[src/tun_pkg.sv]
package tun_pkg;

    // normalized magnitudes lie in [0, 2^31)
    localparam int MAG_W  = 31;
    localparam int SQ_W   = 2 * MAG_W;
    localparam int SUM_W  = 64;
    localparam int ROOT_W = SUM_W / 2;
    // sqrt remainder stays below 2 * root + 1
    localparam int REM_W  = ROOT_W + 2;

endpackage

[src/tun_div_cell.sv]
module tun_div_cell #(
    parameter int QUO_W = 15
) (
    input  logic                       clk,
    input  logic                       en,
    input  logic [tun_pkg::ROOT_W-1:0] m_in,
    input  logic [tun_pkg::ROOT_W-1:0] p_in,
    input  logic [QUO_W-1:0]           dl_in,
    input  logic [QUO_W-1:0]           q_in,
    output logic [tun_pkg::ROOT_W-1:0] p_out,
    output logic [QUO_W-1:0]           dl_out,
    output logic [QUO_W-1:0]           q_out
);
    import tun_pkg::*;

    logic [ROOT_W:0]   cur;
    logic              ge;
    logic [ROOT_W-1:0] p_next;
    logic [QUO_W-1:0]  dl_next;
    logic [QUO_W-1:0]  q_next;
    logic [ROOT_W-1:0] p_reg;
    logic [QUO_W-1:0]  dl_reg;
    logic [QUO_W-1:0]  q_reg;

    // one restoring division step, one quotient bit
    always_comb
    begin
        cur     = {p_in, dl_in[QUO_W-1]};
        ge      = (cur >= {1'b0, m_in});
        p_next  = ge ? ROOT_W'(cur - {1'b0, m_in}) : cur[ROOT_W-1:0];
        dl_next = {dl_in[QUO_W-2:0], 1'b0};
        q_next  = {q_in[QUO_W-2:0], ge};
    end

    always_ff @(posedge clk)
    begin
        if (en)
        begin
            p_reg  <= p_next;
            dl_reg <= dl_next;
            q_reg  <= q_next;
        end
    end

    assign p_out  = p_reg;
    assign dl_out = dl_reg;
    assign q_out  = q_reg;

endmodule

[config.mk]
export PLATFORM = sky130hd
export DESIGN_NAME = tun_div_cell
export DESIGN_NICKNAME = d
export VERILOG_FILES = /design/src/tun_pkg.sv /design/src/tun_div_cell.sv
export SDC_FILE = /design/constraint.sdc
export NUM_CORES = 1
export LEC_CHECK = 0
export BUFFER_PORTS_ARGS = -buffer_cell sky130_fd_sc_hd__buf_2
export CORE_MARGIN = 2
export CORE_UTILIZATION = 45
export DETAILED_ROUTE_END_ITERATION = 8
export GPL_TIMING_DRIVEN = 0
export PLACE_DENSITY_LB_ADDON = 0.12
export SLEW_MARGIN = 20
export SYNTH_ARGS = -nofsm -noshare
export SYNTH_HDL_FRONTEND = slang
export SYNTH_SLANG_ARGS = --single-unit
[constraint.sdc]
create_clock -name clk -period 3.5 [get_ports clk]
set_input_delay 0.525 -clock clk [delete_from_list [all_inputs] [get_ports clk]]
set_output_delay 0.525 -clock clk [all_outputs]
set_load 0.005 [all_outputs]
### Word level (Yosys, flattened, before mapping)

Cells that the tools add are included.

| operators by class | value |
|---|---|
| magnitude comparators | 1 |
| muxes and demuxes | 1 |
| add/sub/neg operators | 1 |

Operators by type and width:

| kind | number |
|---|---|
| 33-bit by 32-bit greater-or-equal comparator with 1-bit output | 1 |
| 32-bit 2-to-1 mux | 1 |
| 32-bit subtractor | 1 |

| storage, ports and cells | value |
|---|---|
| bits in registers | 61 |
| input bits | 96 |

### Depth between registers and ports, before layout

Gate-level depths: netlist (run 1).

| logic depth | value |
|---|---|
| depth after elaboration | 2 |
| depth in mapped cells | 13 |

### Worst setup path after synthesis (run 1)

OpenSTA, ideal clock, no wires.

| timing path | value |
|---|---|
| kind | input to register |
| start | input m_in[23] in the netlist's numbering |
| end | register p_reg[14], in the netlist p_out[14], data pin |
| path slack | 0.607 ns |
| stages on the path | 11 |
| arrival time | 2.633 ns |
| setup time | 0.260 ns |
| required time | 3.240 ns |
| cell sequence | inv_1 ha_1 buf_6 and3_1 o21a_1 a311oi_2 o21ai_1 or3b_1 o21a_1 buf_6 mux2_4 |

| between the ends | value |
|---|---|
| cells in the longest elaborated chain, start to end | 2 |

Ends and longest elaborated chain:

| element | line | RTL |
|---|---|---|
| from (decl) | tun_div_cell.sv:6 | `input logic [tun_pkg::ROOT_W-1:0] m_in,` |
| 33-bit by 32-bit greater-or-equal comparator with 1-bit output | tun_div_cell.sv:29 | `ge = (cur >= {1'b0, m_in});` |
| 32-bit 2-to-1 mux | tun_div_cell.sv:30 | `p_next = ge ? ROOT_W'(cur - {1'b0, m_in}) : cur[ROOT_W-1:0];` |
| net p_next[14] | tun_div_cell.sv:18 | `logic [ROOT_W-1:0] p_next;` |
| to (signal assigned) | tun_div_cell.sv:39 | `p_reg <= p_next;` |
| to (decl) | tun_div_cell.sv:21 | `logic [ROOT_W-1:0] p_reg;` |

The timed path passes the listed nets, and every way through them passes these cells.
A chain may end at the register's enable or synchronous reset.

### Worst setup path after layout (run 1)

| timing path | value |
|---|---|
| start | input m_in[6] in the netlist's numbering |
| end | register p_reg[31], in the netlist p_out[31], data pin |

| between the ends | value |
|---|---|
| cells in the longest elaborated chain, start to end | 2 |

Ends and longest elaborated chain:

| element | line |
|---|---|
| 32-bit subtractor / 33-bit by 32-bit greater-or-equal comparator with 1-bit output (equally long branches) | tun_div_cell.sv:30, tun_div_cell.sv:29 |
| 32-bit 2-to-1 mux (*) | tun_div_cell.sv:30 |
| net p_next[31] | tun_div_cell.sv:18 |

Mark *: on every way through the listed nets, which the timed path passes. The rest lies on a longest branch.

==> qor.yml, run 1 <==
firstDrtPassIters: 4
area_growth_pct: 26.7
startpoint: "m_in[6]"
power_density_nw_per_um2: 429
setup_viol: 0
numCtsBuffers: 9
finalCriticalPeriod_ns: 3.05
fin_crit_sh: 0.872
netlist_instances: 422
finalHoldViolCount: 0
clock_path_buffers: 2
ys_types: 50
status: "completed"
ir_drop_uv: 223
setup_slack_ns: 0.449
fin_nets: 717
synth_area_leader_cell: "edfxtp_1"
synth_nets: 551
die_height_um: 100
synth_top_area_share: 0.439
finalHoldWorstSlack_ns: 0.364
seq_area_um2: 1830
seq_area_frac_synth: 0.439
place.gp.congestion: 0.855
utilization: 0.580
via_per_inst: 5.24
grt_max_degree: 62
routed_wl_mm: 10.7
synth-seq-cells: 61
busiest_layer: "met2"
hold_path_class: "input port to flop"
drive_above_1_share: 0.332
cp.required_ns: 3.58
grt_pass1_wl_mm: 16.9
grt.met2_usage: 0.352
final.setup.tns_ns: 0
die_w_um: 100
place_hpwl_mm: 7.98
worstSetupEndpointType: "flop"
ios: 158
fmax_mhz: 328
clk_pin_slew_ns: 0.08
cap_violations: 0
port_buffers: 155
antenna_found_initial: 0
avgSynthCellArea_um2: 9.88
p_leak_nw: 2.49
num_rows: 35
multiInputGateArea_um2: 2050
hp-start: "q_in[0]"
overflow: 0
worst_pin_slew_ns: 0.800
vias: 3687
fp.coreArea_um2: 9110
start_util: 0.458
post-cts-setup-buffers: 0
grt_util_all_layers: 0.212
critical_path_class: "input port to flop"
wl_per_cell_um: 15.1
cts_root_buf: "clkbuf_8"
grt_setup_unrepaired: "false"
holdBufCountCts: 0
htree_levels: 3
yosys_most_used_dff: "edfxtp_1"
synthArstFlopShare: 0
grtUsageMet1: 0.284
use_met3: 0.0439
die-area_um2: 10100
synth_edf_count: 61
power_mw: 2.26
yosysWarningCount: 0
clkSinkCount: 61
drtAntennaViolNets: 0
diodes: 0
grt_pass1_vias: 3578
critPathLaunchType: "input port"
yosys-top-cells-area: "edfxtp_1 44%, ha_1 9.6%, a21oi_1 6.5%"
slew_headroom: 0.466
num-fill-cells: 836
drt-initial-drc-count: 110
synth_area_um2: 4170
yosys-top-cells-count: "61 x edfxtp_1, 54 x a21oi_1, 46 x inv_1"
dpl_worst_slack_ns: 0.180
slew_viol_final: 0
cp_max_fo: 7
cts_tree: "yes"
drc: 0
worst-endpoint-arrival_ns: 3.13
synth_most_common_cell: "edfxtp_1"
cts_resized: 0
==> placed cells by master, fill, tap and decap left out, types with 7 or more instances in the layout <==
master,count
nand2_1,24
a21oi_1,54
inv_1,46
xor2_1,10
xnor2_1,16
o21ai_0,17
nand4_1,8
nand2b_1,7
ha_1,32
buf_2,159
o31ai_1,7
nand3_1,8
clkbuf_8,9
a21o_1,8
edfxtp_1,61
mux2_4,8
nor2_1,37
==> cells by family after synthesis <==
| group | share of synthesized area |
|---|---|
| XOR/XNOR | 0.0546 |
| multiplexers | 0.0336 |
| other | 0.000899 |
| adder cells (fa/ha/maj) | 0.101 |
| buffers and inverters | 0.0699 |
| AO/OA/AOI/OAI | 0.176 |
| AND/OR/NAND/NOR | 0.125 |
| flip-flops | 0.439 |
==> critical path, stage by stage <==
cell       delay (ns)
buf_2            0.08
inv_1            0.03
ha_1             0.27
clkbuf_1         0.18
a21oi_1          0.19
o21ai_1          0.12
a2111oi_0        0.36
nor2_1           0.20
a2111oi_0        0.56
o31ai_1          0.17
xor2_1           0.17
mux2_4           0.27
==> cell type report <==
| cell class | instances | share of cell area |
|---|---|---|
| Buffer | 18 | 0.0225 |
| Clock buffer | 9 | 0.0234 |
| Clock inverter | 7 | 0.0140 |
| Inverter | 46 | 0.0327 |
| Multi-Input combinational cell | 297 | 0.387 |
| Sequential cell | 61 | 0.347 |
| Tap cell | 111 | 0.0263 |
| Timing Repair Buffer | 155 | 0.147 |
==> per-layer routing <==
metal / routed length [µm] / vias up
met3: 753 / 10
met5: 0 / -
met4: 120 / 0
met2: 4910 / 138
li1: - / 1853
met1: 4890 / 1686
==> state kept, by name (all words and copies together) (netlist names) <==
name	count
dl_out	14
p_out	32
q_out	15
==> stage by stage <==
stage,std cells,area [µm²]
floorplan,422,4170
global placement,688,5080
detailed placement,688,5090
CTS,704,5290
global route,704,5290
finish,704,5290
==> final timing paths <==
| kind | end | slack [ns] | cells after the start |
|---|---|---|---|
| worst min-delay path | q_out[1]$_DFFE_PP_ | 0.36 | 1 |
| worst max-delay path | p_out[31]$_DFFE_PP_ | 0.45 | 12 |
==> power by group <==
group / total (mW) / internal (mW) / switching, mW
combinational: 0.666 / 0.310 / 0.357
sequential: 0.942 / 0.921 / 0.0208
clock: 0.656 / 0.332 / 0.325
No activity file was read; power rests on OpenSTA's default activity.
==> run 2, diff against run 1 <==
Settings changed: ABC_AREA set to 1, CELL_PAD_IN_SITES_DETAIL_PLACEMENT set to 1, CELL_PAD_IN_SITES_GLOBAL_PLACEMENT set to 1, CORE_UTILIZATION 45 to 36, HOLD_SLACK_MARGIN set to 0.02.
==> run 2 against run 1 <==
  * Combinational power is 12% higher
  * Routed wire length is 59% higher
  * Global-route usage is 2.2 points higher
  * Critical path type unchanged
  * Count of clock-buffer cells in the layout stayed put
  * Worst hold slack worse by 0.0047 ns
  * Core utilization is 12 points lower
  * Maximum frequency is 33% higher
  * Clock power is 36% higher
  * Sequential power is 0.7% lower
  * Non-clock buffer count is 7 lower
==> qor.yml, run 2 <==
synth_area_leader_cell: "edfxtp_1"  # unchanged
worst_pin_slew_ns: 0.826  # was 0.800 ns
synth_area_um2: 5040  # was 4170 µm²
finalHoldViolCount: 0  # unchanged
yosys-top-cells-count: "276 x nand2_1, 149 x inv_1, 61 x edfxtp_1"  # was 61 x edfxtp_1, 54 x a21oi_1, 46 x inv_1
status: "completed"  # unchanged
port_buffers: 155  # unchanged
critical_path_class: "input port to flop"  # unchanged
place_area_um2: 6040  # was 5090 µm²
place.gp.congestion: 0.859  # was 0.855
ios: 158  # unchanged
drc: 0  # unchanged
fin_nets: 1010  # was 717
synth_nets: 844  # was 551
ir_drop_uv: 228  # was 223 µV
drive_above_1_share: 0.240  # was 0.332
vias: 4973  # was 3,687
synth_top_area_share: 0.364  # was 0.439
cts_root_buf: "clkbuf_16"  # was clkbuf_8
cp_cell_sequence: "buf_2, inv_1, ha_1, fa_1, inv_1, nand3_1, nand3_1, nand3_1, nand2_1, nand2_1, nand2_1, nand2_1, nand3_2, nand2_1"  # was buf_2, inv_1, ha_1, clkbuf_1, a21oi_1, o21ai_1, a2111oi_0, nor2_1, a2111oi_0, o31ai_1, xor2_1, mux2_4
avgSynthCellArea_um2: 7.05  # was 9.88 µm²
numCtsBuffers: 9  # unchanged
ys_types: 31  # was 50
synth_most_common_cell: "nand2_1"  # was edfxtp_1
clk_pin_slew_ns: 0.06  # was 0.08 ns
holdBufCountCts: 0  # unchanged
layout_common_cells: "276 x nand2_1, 161 x buf_2, 149 x inv_1"  # was 159 x buf_2, 61 x edfxtp_1, 54 x a21oi_1
worst_path_max_delay_cell: "fa_1"  # was a2111oi_0
setup_viol: 0  # unchanged
final.setup.tns_ns: 0  # unchanged
fin_area_um2: 6330  # was 5290 µm²
cp_max_fo: 3  # was 7
slew_viol_final: 0  # unchanged
grt_pass1_wl_mm: 26.5  # was 16.9 mm
die_height_um: 122  # was 100 µm
hp-start: "dl_in[12]"  # was q_in[0]
layout_commonest_cell: "nand2_1"  # was buf_2
seq_area_frac_synth: 0.364  # was 0.439
cts_resized: 0  # unchanged
cpLargestDelayFamily: "simple AND/OR/NAND/NOR gates"  # was compound AO/OA/AOI/OAI gates
diodes: 0  # unchanged
start_util: 0.366  # was 0.458
finalCriticalPeriod_ns: 2.30  # was 3.05 ns
yosysWarningCount: 0  # unchanged
grt_max_degree: 62  # unchanged
grt_pass1_vias: 5067  # was 3,578
fin_crit_sh: 0.657  # was 0.872
die-area_um2: 15000  # was 10,100 µm²
critical_path_buf_inv_count: 3  # unchanged
yosys-top-cells-area: "edfxtp_1 36%, nand2_1 21%, inv_1 11%"  # was edfxtp_1 44%, ha_1 9.6%, a21oi_1 6.5%
worst-endpoint-arrival_ns: 2.40  # was 3.13 ns
p_leak_nw: 3.56  # was 2.49 nW
fmax_mhz: 435  # was 328 MHz
power_density_nw_per_um2: 406  # was 429 nW/µm²
clock_path_buffers: 2  # unchanged
grt_setup_unrepaired: "false"  # unchanged
worstSetupEndpointType: "flop"  # unchanged
netlist_instances: 715  # was 422
critPathMostFrequentCell: "nand2_1"  # was a2111oi_0
clkSinkCount: 61  # unchanged
hold_end: "dl_out[13]$_DFFE_PP_"  # was q_out[1]$_DFFE_PP_
yosys_most_used_dff: "edfxtp_1"  # unchanged
post-cts-setup-buffers: 0  # unchanged
largest_reg_flops: 32  # unchanged
place_hpwl_mm: 13.9  # was 7.98 mm
cp.required_ns: 3.60  # was 3.58 ns
overflow: 0  # unchanged
synth_edf_count: 61  # unchanged
htree_levels: 3  # unchanged
routed_wl_mm: 17.0  # was 10.7 mm
wl_per_cell_um: 15.9  # was 15.1 µm
fp.coreArea_um2: 13800  # was 9110 µm²
drt-initial-drc-count: 221  # was 110
grt_util_all_layers: 0.235  # was 0.212
via_per_inst: 4.67  # was 5.24
num-fill-cells: 1830  # was 836
synth-seq-cells: 61  # unchanged
die_w_um: 122  # was 100 µm
critPathMaxStageDelay_ns: 0.42  # was 0.56 ns
min_path_cells: 1  # unchanged
num_rows: 43  # was 35
firstDrtPassIters: 4  # unchanged
slew_headroom: 0.449  # was 0.466
critPathLaunchType: "input port"  # unchanged
cts_tree: "yes"  # unchanged
antenna_found_initial: 0  # unchanged
synthArstFlopShare: 0  # unchanged
utilization: 0.460  # was 0.580
drtAntennaViolNets: 0  # unchanged
hold_path_class: "input port to flop"  # unchanged
cap_violations: 0  # unchanged
area_growth_pct: 25.7  # was 26.7%
==> run 2: cell count changes in the layout (fill, tap and decap cells not counted), sizes merged, moves of 7 or more <==
cell	change
nand2	+258
inv	+105
nand3	+60
a21oi	-34
o21ai	-19
xnor2	-15
nand3b	+9
a21o	-8
mux2	-8
nand2b	-7
o31ai	-7
==> run 2: worst max path at each step <==
stage	start	endpoint	slack [ns]	depth (start not counted)
CTS	p_in[22]	p_out[2]$_DFFE_PP_	1.15	12
global route	dl_in[14]	p_out[28]$_DFFE_PP_	1.01	14
detailed placement	p_in[22]	p_out[9]$_DFFE_PP_	0.80	12
global placement	p_in[22]	p_out[10]$_DFFE_PP_	0.84	12
finish	dl_in[14]	p_out[28]$_DFFE_PP_	1.20	14
floorplan	dl_in[14]	p_out[16]$_DFFE_PP_	1.38	13
==> run 2: kinds of logic (layout without fill, tap and decap cells) <==
family	count (synthesis)	in the layout	synth area share
DFF	61	61	0.364
other	1	1	0.000744
xor gates and xnor gates	14	14	0.0243
adders and majority gates	33	33	0.0835
and+or+nand+nor	419	419	0.373
AOI/OAI and AO/OA	24	24	0.0243
buffers and inverters	163	334	0.131
==> run 2: power breakdown <==
part | total, mW | switching, mW | internal, mW
Clock | 0.892 | 0.347 | 0.546
Combinational | 0.744 | 0.461 | 0.283
Sequential | 0.935 | 0.0211 | 0.914
Total | 2.57 | 0.829 | 1.74
==> run 2: area by class of cell <==
| cell class | instances | area (µm²) | share of cell area |
|---|---|---|---|
| inverters | 152 | 571 | 0.0901 |
| flip-flops and latches | 61 | 1830 | 0.289 |
| clock buffers | 9 | 225 | 0.0356 |
| repair buffers | 155 | 778 | 0.123 |
| multi-input cells | 491 | 2550 | 0.402 |
| well taps | 180 | 225 | 0.0356 |
| plain buffers | 11 | 88.8 | 0.0140 |
| clock inverters | 7 | 66.3 | 0.0105 |
==> run 2: metal layers <==
layer  global-route usage  wire length (µm)  share of wire
met4               0.0639               252          0.015
met2                0.403              8130           0.48
met3               0.0432               977          0.058
met5                    0                 0              0
met1                0.302              7620           0.45
==> run 2: stage by stage <==
stage | hold slack, ns | setup slack [ns] | cells | power, mW
6_report | 0.360 | 1.20 | 1066 | 2.57
5_1_grt | 0.353 | 1.01 | 1066 | 2.73
4_1_cts | 0.351 | 1.15 | 1066 | 2.61
3_5_place_dp | 0.704 | 0.800 | 1050 | 1.70
3_3_place_gp | 0.702 | 0.837 | 1050 | 1.67
2_1_floorplan | 0.624 | 1.38 | 715 | 1.39
